<file path="config.mk">
export PLATFORM = sky130hd
export DESIGN_NAME = two_class_priority_queue
export DESIGN_NICKNAME = d
export VERILOG_FILES = /design/src/rtl/tcpq_pkg.sv /design/src/rtl/tcpq_cell.sv /design/src/rtl/two_class_priority_queue.sv
export VERILOG_INCLUDE_DIRS = /design/src /design/src/rtl
export SDC_FILE = /design/constraint.sdc
export NUM_CORES = 2
export LEC_CHECK = 0
export BUFFER_PORTS_ARGS = -buffer_cell sky130_fd_sc_hd__buf_4
export CAP_MARGIN = 20
export CORE_MARGIN = 3
export CORE_UTILIZATION = 50
export CTS_BUF_LIST = sky130_fd_sc_hd__clkbuf_4
export DETAILED_ROUTE_END_ITERATION = 7
export PLACE_DENSITY = 0.66
export SYNTH_ARGS = -nofsm -noshare
export SYNTH_HDL_FRONTEND = slang
export SYNTH_SLANG_ARGS = --single-unit
</file>
<file path="constraint.sdc">
create_clock -name clk -period 6.4 [get_ports clk]
set_input_delay 1.28 -clock clk [delete_from_list [all_inputs] [get_ports clk]]
set_output_delay 1.28 -clock clk [all_outputs]
set_load 0.05 [all_outputs]
</file>
<file path="src/rtl/two_class_priority_queue_defines.svh">
// Assertion macros shared by the queue RTL.
`ifndef TWO_CLASS_PRIORITY_QUEUE_DEFINES_SVH
`define TWO_CLASS_PRIORITY_QUEUE_DEFINES_SVH

// Same-cycle implication, checked outside reset.
`define TCPQ_ASSERT_NOW(label, ante, cons, msg) \
	label: assert property (@(posedge clk) disable iff (!arst_n) (ante) |-> (cons)) \
		else $error(msg);

// Next-cycle implication, checked outside reset.
`define TCPQ_ASSERT_NEXT(label, ante, cons, msg) \
	label: assert property (@(posedge clk) disable iff (!arst_n) (ante) |=> (cons)) \
		else $error(msg);

`endif

</file>
<file path="src/rtl/tcpq_pkg.sv">
`timescale 1ns / 1ps

package tcpq_pkg;

	localparam int VALUE_W = 32;
	localparam int CMD_W   = 2;
	localparam int OCC_W   = 5;

	// threshold after reset
	localparam logic signed [VALUE_W-1:0] THRESHOLD_RESET = 32'sd60;

	typedef enum logic [CMD_W-1:0] {
		CMD_PLAIN  = 2'd0,
		CMD_PRIO   = 2'd1,
		CMD_REMOVE = 2'd2,
		CMD_NOP    = 2'd3
	} cmd_t;

	// per-cycle control broadcast to every cell
	typedef struct packed {
		logic ins;       // insert goes ahead this cycle
		logic prio_ins;  // insert is priority class (value at or above threshold)
		logic pop;       // head leaves this cycle
	} cell_ctrl_t;

endpackage

</file>
<file path="src/rtl/tcpq_cell.sv">
`timescale 1ns / 1ps

module tcpq_cell #(
	parameter int INDEX = 0,
	parameter int CW    = 5
) (
	input  logic                                 clk,
	input  tcpq_pkg::cell_ctrl_t                 ctrl,
	input  logic [CW-1:0]                        count,
	input  logic signed [tcpq_pkg::VALUE_W-1:0]  thr,
	input  logic signed [tcpq_pkg::VALUE_W-1:0]  new_value,
	input  logic signed [tcpq_pkg::VALUE_W-1:0]  left_value,
	input  logic signed [tcpq_pkg::VALUE_W-1:0]  right_value,
	input  logic                                 stop_in,
	output logic                                 stop_out,
	output logic signed [tcpq_pkg::VALUE_W-1:0]  value_q
);
	import tcpq_pkg::*;

	logic occ;
	logic run;
	logic stop_here;

	// this cell holds a live entry
	assign occ = CW'(INDEX) < count;

	// insert point moves past this cell while it belongs to the leading run
	assign run       = occ && (!ctrl.prio_ins || (value_q >= thr));
	assign stop_here = !stop_in && !run;
	assign stop_out  = stop_in || !run;

	// shift right on insert past the slot, shift left on pop
	always_ff @(posedge clk) begin
		if (ctrl.ins) begin
			if (stop_here) begin
				value_q <= new_value;
			end else if (stop_in) begin
				value_q <= left_value;
			end
		end else if (ctrl.pop) begin
			value_q <= right_value;
		end
	end

endmodule

</file>
<file path="src/rtl/two_class_priority_queue.sv">
`timescale 1ns / 1ps
//  channel   | ports                                          | handshake
//  ----------+------------------------------------------------+---------------------
//  item in   | cmd, value                                     | start && !busy
//  result    | removed_value, removed_valid, insert_dropped,  | done, one cycle
//            | occupancy                                      |
//  config    | cfg_wdata                                      | cfg_we
//
// One item per cycle: the row of cells shifts or inserts in the accept cycle
// and the result shows on done in the following cycle. busy stays low.
// The insert slot is found by a ripple through the cells, whose length
// grows with DEPTH. arst_n clears the count, the threshold (to 60) and done;
// cell contents are not reset. Results cannot be stalled.

`include "two_class_priority_queue_defines.svh"

module two_class_priority_queue #(
	parameter int DEPTH = 16
) (
	input  logic                                 clk,
	input  logic                                 arst_n,
	input  logic                                 start,
	output logic                                 busy,
	input  logic [tcpq_pkg::CMD_W-1:0]           cmd,
	input  logic signed [tcpq_pkg::VALUE_W-1:0]  value,
	input  logic                                 cfg_we,
	input  logic signed [tcpq_pkg::VALUE_W-1:0]  cfg_wdata,
	output logic                                 done,
	output logic signed [tcpq_pkg::VALUE_W-1:0]  removed_value,
	output logic                                 removed_valid,
	output logic                                 insert_dropped,
	output logic [tcpq_pkg::OCC_W-1:0]           occupancy
);
	import tcpq_pkg::*;

	localparam int CW = $clog2(DEPTH + 1);

	logic [CW-1:0]                count_q;
	logic [CW-1:0]                count_d;
	logic signed [VALUE_W-1:0]    thr_q;
	logic                         accept;
	logic                         is_ins;
	logic                         full;
	logic                         empty;
	cell_ctrl_t                   ctrl;
	logic [DEPTH:0]               stop;
	logic signed [VALUE_W-1:0]    cell_value [DEPTH];

	logic                         done_q;
	logic signed [VALUE_W-1:0]    removed_value_q;
	logic                         removed_valid_q;
	logic                         insert_dropped_q;
	logic [OCC_W-1:0]             occupancy_q;

	assign busy   = 1'b0;
	assign accept = start && !busy;
	assign full   = count_q >= CW'(DEPTH);
	assign empty  = count_q == '0;
	assign is_ins = (cmd == CMD_PLAIN) || (cmd == CMD_PRIO);

	// control broadcast to the cells
	always_comb begin
		ctrl.ins      = accept && is_ins && !full;
		ctrl.prio_ins = (cmd == CMD_PRIO) && (value >= thr_q);
		ctrl.pop      = accept && (cmd == CMD_REMOVE) && !empty;
	end

	// next count
	always_comb begin
		count_d = count_q;
		if (ctrl.ins) begin
			count_d = count_q + CW'(1);
		end else if (ctrl.pop) begin
			count_d = count_q - CW'(1);
		end
	end

	// row of cells, head at index 0
	assign stop[0] = 1'b0;
	for (genvar i = 0; i < DEPTH; i++) begin : g_cell
		logic signed [VALUE_W-1:0] left_v;
		logic signed [VALUE_W-1:0] right_v;
		if (i == 0) begin : g_first
			assign left_v = value;
		end else begin : g_left
			assign left_v = cell_value[i-1];
		end
		if (i == DEPTH - 1) begin : g_last
			assign right_v = '0;
		end else begin : g_right
			assign right_v = cell_value[i+1];
		end
		tcpq_cell #(
			.INDEX (i),
			.CW    (CW)
		) u_cell (
			.clk         (clk),
			.ctrl        (ctrl),
			.count       (count_q),
			.thr         (thr_q),
			.new_value   (value),
			.left_value  (left_v),
			.right_value (right_v),
			.stop_in     (stop[i]),
			.stop_out    (stop[i+1]),
			.value_q     (cell_value[i])
		);
	end

	// count and threshold
	always_ff @(posedge clk or negedge arst_n) begin
		if (!arst_n) begin
			count_q <= '0;
			thr_q   <= THRESHOLD_RESET;
		end else begin
			count_q <= count_d;
			if (cfg_we) begin
				thr_q <= cfg_wdata;
			end
		end
	end

	// result strobe
	always_ff @(posedge clk or negedge arst_n) begin
		if (!arst_n) begin
			done_q <= 1'b0;
		end else begin
			done_q <= accept;
		end
	end

	// result payload
	always_ff @(posedge clk) begin
		if (accept) begin
			removed_value_q  <= ctrl.pop ? cell_value[0] : '0;
			removed_valid_q  <= ctrl.pop;
			insert_dropped_q <= is_ins && full;
			occupancy_q      <= OCC_W'(count_d);
		end
	end

	assign done           = done_q;
	assign removed_value  = removed_value_q;
	assign removed_valid  = removed_valid_q;
	assign insert_dropped = insert_dropped_q;
	assign occupancy      = occupancy_q;

	// checks
	`TCPQ_ASSERT_NOW(a_count_bound, 1'b1, count_q <= CW'(DEPTH), "count above depth")
	`TCPQ_ASSERT_NOW(a_result_excl, done_q, !(removed_valid_q && insert_dropped_q),
		"remove and drop in one result")
	`TCPQ_ASSERT_NEXT(a_drop_full, accept && is_ins && full,
		done_q && insert_dropped_q && (count_q == $past(count_q)), "full insert not dropped")
	`TCPQ_ASSERT_NEXT(a_pop_count, ctrl.pop,
		removed_valid_q && (count_q == $past(count_q) - CW'(1)), "pop count mismatch")

endmodule

</file>
# After elaboration in Yosys (flattened, before gate mapping)
# Index checks and enable logic that the tools add are counted.
# Widths: inputs -> output; s select.
[totals] reg_bits=589 input_bits=70 output_inout_bits=41 wordCells=262
[op_classes] addsub=2 magnitude_cmp=34 n_eq_ne=18 mux=65 n_reduce_logical=120
[op_table] op="$mux 32" count=63
[op_table] op="$ge 32x32->1" count=17
[op_table] op="$ne 3x1->1 const B" count=14
[op_table] op="$lt 4x5->1 const A" count=8
[op_table] op="$logic_and 1x1->1" count=37
[op_table] op="$logic_not 1->1" count=33
[op_table] op="$reduce_and 2->1" count=16
[op_table] op="$logic_or 1x1->1" count=31
[op_table] op="$lt 3x5->1 const A" count=4
[op_table] op="$lt 1x5->1 const A" count=2
[op_table] op="$lt 2x5->1 const A" count=2
[op_table] op="$mux 5" count=2
[op_table] op="$add 5x1->5 const B" count=1
[op_table] op="$ge 5x5->1 const B" count=1
[op_table] op="$logic_not 5->1" count=1
[op_table] op="$sub 5x1->5 const B" count=1
[op_table] op="$ne 3x2->1 const B" count=1
[op_table] op="$eq 2x1->1 const B" count=1
[op_table] op="$eq 2x2->1 const B" count=1
[op_table] op="$logic_not 2->1" count=1
[op_table] op="$ne 2x2->1 const B" count=1
[op_table] op="$reduce_bool 2->1" count=1

# Longest topological paths before layout
[depth] depth_word=24 mapped_depth=16 depth_no_buf=12

# Modules after synthesis
# A second synthesis with hierarchy kept.
[hier_totals] cells_unflattened=5926 hier_area_um2=55336.8
[by_module_without_submodules] module="tcpq_cell at g_cell[12].u_cell ..." instances=2 cells_per_inst=352 area_each_um2=3309.4 seq_area_each_um2=960.9
[by_module_without_submodules] module="tcpq_cell at g_cell[2].u_cell ..." instances=2 cells_per_inst=351 area_each_um2=3233.1 seq_area_each_um2=960.9
[by_module_without_submodules] module="two_class_priority_queue" instances=1 cells_per_inst=327 area_each_um2=3671.0 seq_area_each_um2=2127.0
[by_module_without_submodules] module="tcpq_cell at g_cell[10].u_cell" instances=1 cells_per_inst=352 area_each_um2=3310.7 seq_area_each_um2=960.9
[by_module_without_submodules] module="tcpq_cell at g_cell[9].u_cell" instances=1 cells_per_inst=352 area_each_um2=3306.9 seq_area_each_um2=960.9
[by_module_without_submodules] module="tcpq_cell at g_cell[14].u_cell" instances=1 cells_per_inst=351 area_each_um2=3305.7 seq_area_each_um2=960.9
[by_module_without_submodules] module="tcpq_cell at g_cell[13].u_cell" instances=1 cells_per_inst=351 area_each_um2=3304.4 seq_area_each_um2=960.9
[by_module_without_submodules] module="tcpq_cell at g_cell[11].u_cell" instances=1 cells_per_inst=351 area_each_um2=3303.2 seq_area_each_um2=960.9
[by_module_without_submodules] module="tcpq_cell at g_cell[15].u_cell" instances=1 cells_per_inst=351 area_each_um2=3298.2 seq_area_each_um2=960.9
[by_module_without_submodules] module="tcpq_cell at g_cell[0].u_cell" instances=1 cells_per_inst=352 area_each_um2=3235.6 seq_area_each_um2=960.9
[by_module_without_submodules] module="tcpq_cell at g_cell[5].u_cell" instances=1 cells_per_inst=351 area_each_um2=3231.8 seq_area_each_um2=960.9
[by_module_without_submodules] module="tcpq_cell at g_cell[3].u_cell" instances=1 cells_per_inst=351 area_each_um2=3229.3 seq_area_each_um2=960.9
[by_module_without_submodules] module="tcpq_cell at g_cell[7].u_cell" instances=1 cells_per_inst=351 area_each_um2=3224.3 seq_area_each_um2=960.9
[by_module_without_submodules] module="tcpq_cell at g_cell[4].u_cell" instances=1 cells_per_inst=347 area_each_um2=3057.9 seq_area_each_um2=960.9
[by_module_without_submodules] module="tcpq_cell at g_cell[1].u_cell" instances=1 cells_per_inst=333 area_each_um2=2772.7 seq_area_each_um2=960.9

# Worst setup path after synthesis
# Ideal clock, no wire load.
[synth_path] kind="input-to-reg" from="in value[30] (netlist bit)" to="reg g_cell[10].u_cell.value_q[0] (netlist bit), enable pin" setup_time_ns=0.466 arrival_ns=5.837 required_time_ns=5.934 path_slack_ns=0.097 stages=11 path_buffers=2 cell_sequence="ha_1 -> nand4_1 -> nor4_2 -> a221o_1 -> or4_1 -> and3_4 -> buf_6 -> a41oi_2 -> buf_4 -> nor3_1 -> o21ai_0"
[synth_between] elab_chain_cells=19 elab_cells_between_ends=49 classes_between="order compare (1); eq/ne (1); reduce/logical (47)"
[synth_rtl] element="from (decl)" line="two_class_priority_queue.sv:25" text="input logic signed [tcpq_pkg::VALUE_W-1:0] value,"
[synth_rtl] element="$ge 32x32->1 *" line="two_class_priority_queue.sv:64" text="ctrl.prio_ins = (cmd == CMD_PRIO) && (value >= thr_q);"
[synth_rtl] element="$logic_and 1x1->1 *" line="two_class_priority_queue.sv:64"
[synth_rtl] element="$logic_not 1->1 *" line="tcpq_cell.sv:28" text="assign run = occ && (!ctrl.prio_ins || (value_q >= thr));"
[synth_rtl] element="$logic_or 1x1->1" line="tcpq_cell.sv:28"
[synth_rtl] element="$logic_and 1x1->1" line="tcpq_cell.sv:28"
[synth_rtl] element="$logic_not 1->1, on equally long branches"
[synth_rtl] element="$logic_or 1x1->1 (9 in a row)" line="tcpq_cell.sv:30" text="assign stop_out = stop_in || !run;"
[synth_rtl] element="$logic_not 1->1" line="tcpq_cell.sv:29" text="assign stop_here = !stop_in && !run;"
[synth_rtl] element="$logic_and 1x1->1" line="tcpq_cell.sv:29"
[synth_rtl] element="$ne 3x1->1 (no source line) *"
[synth_rtl] element="$reduce_and 2->1 (no source line) *"
[synth_rtl] element="to (signal assigned)" line="tcpq_cell.sv:36" text="value_q <= new_value;"
[synth_rtl] element="to (signal assigned)" line="tcpq_cell.sv:38" text="value_q <= left_value;"
[synth_rtl] element="to (signal assigned)" line="tcpq_cell.sv:41" text="value_q <= right_value;"
[synth_rtl] element="to (decl)" line="tcpq_cell.sv:16" text="output logic signed [tcpq_pkg::VALUE_W-1:0] value_q"
# Every way passes the cells marked *; elsewhere a longest branch is shown, timed or not.
# A chain may end at the register's enable or synchronous reset.

# Final worst setup path
[layout_path] from="reg thr_q[25]" to="reg g_cell[11].u_cell.value_q[3] (netlist bit), enable pin"
[layout_between] elab_chain_cells=20 elab_cells_between_ends=65 classes_between="order compare (13); eq/ne (1); reduce/logical (51)"
[layout_rtl] element="from (decl)" line="two_class_priority_queue.sv:40" text="logic signed [VALUE_W-1:0] thr_q;"
[layout_rtl] element="from (signal assigned)" line="two_class_priority_queue.sv:118" text="thr_q <= cfg_wdata;"
[layout_rtl] element="$ge 32x32->1" line="two_class_priority_queue.sv:64"
[layout_rtl] element="$logic_and 1x1->1" line="two_class_priority_queue.sv:64"
[layout_rtl] element="$logic_not 1->1" line="tcpq_cell.sv:28"
[layout_rtl] element="$logic_or 1x1->1" line="tcpq_cell.sv:28"
[layout_rtl] element="$logic_and 1x1->1" line="tcpq_cell.sv:28"
[layout_rtl] element="$logic_not 1->1, on equally long branches"
[layout_rtl] element="$logic_or 1x1->1 (10 in a row)" line="tcpq_cell.sv:30"
[layout_rtl] element="$logic_not 1->1" line="tcpq_cell.sv:29"
[layout_rtl] element="$logic_and 1x1->1" line="tcpq_cell.sv:29"
[layout_rtl] element="$ne 3x1->1 (no source line) *"
[layout_rtl] element="$reduce_and 2->1 (no source line) *"
[layout_rtl] element="to (signal assigned)" line="tcpq_cell.sv:36"
[layout_rtl] element="to (signal assigned)" line="tcpq_cell.sv:38"
[layout_rtl] element="to (signal assigned)" line="tcpq_cell.sv:41"
[layout_rtl] element="to (decl)" line="tcpq_cell.sv:16"
# Marked as above.

==> results.tsv <==
stage	metric	value	unit
status	run_status	finished clean	
drt	routed_wl	133000	µm
placed_design	portBuffers	109	
finish	final-seq-area	0.0175	mm²
clock_tree	clockBufferDepth	3	
global_routing	met2_usage	49.8	%
logic_synthesis	synth_top_area_share	40.1	%
sta	fmax	182	MHz
sta	period_minus_slack	5.50	ns
setup_path	cp-start-kind	flop	
finish	layout.cells.non_filler	5419	
setup_path	cpMaxStageDelayCell	nor3_1	
setup_path	critical_path.max_fanout	17	
placed_design	place_worst_setup_slack	0.745	ns
finish	fill_cells	7312	
floorplanning	ios	111	
power_and_ir_drop	p_sw_share	33.7	%
floorplanning	die_h	293	µm
clock_tree	path_clk_slew	0.07	ns
logic_synthesis	ys_seq_area_share	42.4	%
sta	layout_setup_ws	0.897	ns
floorplanning	initial_core_util	50.9	%
clock_tree	post_cts_resized	0	
clock_tree	cts_root_buf	clkbuf_4	
global_routing	top_usage_layer	met2	
logic_synthesis	synth_cells	4068	
finish	syn_to_final_growth	10.7	%
finish	fin_util	56.3	%
sta	setup_violations	0	
setup_path	cpMostUsedCell	buf_4	
global_routing	grt_use_met3	4.80	%
clock_tree	ctsHoldBuffers	0	
power_and_ir_drop	p_leak	18.8	nW
setup_path	slowest_delay	0.84	ns
logic_synthesis	async_flop_share	6.45	%
clock_tree	cts_buffers	169	
setup_path	r2r-start	thr_q[25]	
logic_synthesis	synthTopCellsByArea	edfxtp_1 40%, ha_1 17%, mux2i_1 8.6%, nand2_1 5.0%, a21oi_1 4.5%	
run	drv_cap	0	
logic_synthesis	synth_top_cell_by_area	edfxtp_1	
drt	drtIter0Drc	3615	
finish	fin_nets	4843	
logic_synthesis	yosysWarnings	0	
setup_path	worstSetupPathType	flop to flop	
power_and_ir_drop	p_int	7.30	mW
drt	drc_errors	0	
sta	skew	0.0690	ns
finish	multi_input_area	0.0226	mm²
power_and_ir_drop	power	11.0	mW
floorplanning	rows	104	
logic_synthesis	ys.flop_type	edfxtp_1	
worst_hold_path	hp-class	primary input to asynchronous set/reset pin	
setup_path	cpLargestDelayFamily	compound AO/OA/AOI/OAI gates	
logic_synthesis	syn_area_per_cell	10.2	µm²
drt	wl_per_cell	24.6	µm
global_routing	grt_pass1_wl	202000	µm
clock_tree	cts_sinks	589	
drt	drtAntennaViolNets	0	
sta	finalSetupTns	0	ns
drt	viasPerCell	6.28	
logic_synthesis	synth_common_cells	551 x edfxtp_1, 550 x nand2_1, 547 x ha_1	
logic_synthesis	synth_cell_types	87	
power_and_ir_drop	power_frac_seq	42.0	%
logic_synthesis	synth_nets	4685	
setup_path	required	7.18	ns
logic_synthesis	synth-seq-cells	589	
power_and_ir_drop	power.density	241	mW/mm²
power_and_ir_drop	p_sw	3.72	mW
logic_synthesis	synth_edf_count	551	
placed_design	dp_hpwl	99300	µm
setup_path	arrival	6.28	ns
placed_design	place_congestion	0.924	
setup_path	end_kind	flop	
sta	maxSlewViolCount	0	
global_routing	track_usage	30.6	%
clock_tree	cts_tree	yes	
sta	fin_crit_sh	86.0	%
global_routing	grt_pass1_vias	34100	
setup_path	crit_buf_inv	3	
global_routing	grt_max_degree	136	
finish	drive_gt1_share	13.2	%
sta	hold_viol	0	
clock_tree	postCtsSetupRepairBufs	0	
global_routing	grt_overflow	0	
global_routing	antenna_found_initial	3	
clock_tree	cts_max_level	4	
drt	dr.pass1.iters	8	
setup_path	critical_path.startpoint	thr_q[25]	
sta	grt_setup_unrepaired	no	
floorplanning	dieWidth	293	µm
sta	tightest_slew	1.04	ns
power_and_ir_drop	peakVddDrop	0.000148	V
placed_design	dp_cells	5113	
global_routing	grt_use_met1	38.6	%
drt	vias	34000	
logic_synthesis	synth.most_common_cell	edfxtp_1	
clock_tree	worst_skew_pair.late_latency	1.09	ns
power_and_ir_drop	p_clk_share	33.8	%
setup_path	crit_path_cell_trace	inv_1 -> ha_1 -> nand4_1 -> nor4_1 -> a221oi_1 -> a21boi_0 -> o21bai_1 -> a2bb2oi_2 -> a41oi_2 -> buf_4 -> nor3_1 -> a31oi_4 -> buf_4	
floorplanning	die_area	0.0861	mm²
floorplanning	core_area	0.0812	mm²
logic_synthesis	synth_area	0.0413	mm²
sta	slew_headroom	30.8	%
power_and_ir_drop	pwr-share-comb	24.1	%
-- registers in the layout (all words and copies together) (netlist names) --
register,flops
thr_q,32
count_q,5
removed_valid,1
g_cell.u_cell.value_q,512
insert_dropped,1
removed_value,32
done,1
occupancy,5
-- final cells by class --
class,count,share of cell area (%)
inverters,75,0.616
multi-input cells,3169,49.4
flip-flops and latches,589,38.3
repair buffers,222,3.98
clock buffers,261,4.29
clock inverters,38,0.476
diodes,5,0.0274
well taps,1060,2.90
-- logic make-up (layout without fill, tap and decap cells) --
kind of cell	Yosys count	in the layout	synth area share, %
simple gates	1165	1165	12.8
fa+ha+maj	547	547	16.6
flops	589	589	42.4
compound gates	1092	1092	16.1
xor+xnor	5	5	0.106
other cells	1	6	0.00908
mux	359	359	8.71
buf+inv	310	596	3.27
-- path summary, 6_finish.rpt --
check	to	slack, ns	cells past startpoint
setup / recovery	g_cell[11].u_cell.value_q[3]	0.90	13
hold / removal	thr_q[24]	0.21	1
setup reg to reg	g_cell[11].u_cell.value_q[3]	0.90	13
hold reg to reg	g_cell[14].u_cell.value_q[2]	0.57	2
max in group asynchronous	count_q[0]	5.71	1
min in group clk	thr_q[12]	0.43	3
-- through the flow --
step                      hold slack (ns)  area [µm²]
after floorplan                     0.537       41300
after global placement              0.558       43400
after detailed placement            0.558       43500
after CTS                           0.156       45700
after global routing                0.209       45700
final                               0.214       45700
-- per-layer routing --
layer	vias to the layer above	wire length, µm
li1	15800	-
met1	16500	53800
met2	1362	62100
met3	354	8660
met4	2	8620
met5	-	13
-- power groups by stage --
| stage | combinational (mW) | clock [mW] | sequential [mW] |
|---|---|---|---|
| after floorplan | 1.69 | 0 | 4.71 |
| after detailed placement | 2.59 | 0 | 4.71 |
| after global placement | 2.51 | 0 | 4.71 |
| after global routing | 2.91 | 4.00 | 4.65 |
| final | 2.66 | 3.73 | 4.63 |
| after CTS | 2.60 | 3.79 | 4.63 |
-- cells in the final DEF, fill, tap and decap left out, types with 6 or more instances in the layout --
master	instances
a211oi_1	26
o211ai_1	81
clkinv_1	24
nand2b_1	24
ha_1	547
dfrtp_1	34
o2111ai_1	10
and3_1	13
o21a_1	18
nand3_1	71
nor4_1	15
o21ai_1	74
o21ai_4	7
buf_4	212
or2_2	6
o211ai_2	31
buf_12	6
nand4_1	84
o21bai_1	7
a221o_1	6
a21oi_1	373
a31oi_1	42
nor2b_1	17
and4_1	16
and2_1	34
a2111oi_0	12
edfxtp_1	551
clkbuf_4	261
nand2_1	550
inv_1	75
mux2i_1	356
nor3_1	45
a21o_1	54
nor2_1	255
a221oi_1	9
o21ai_0	269
Note: power is estimated with default switching activity, not from simulation.
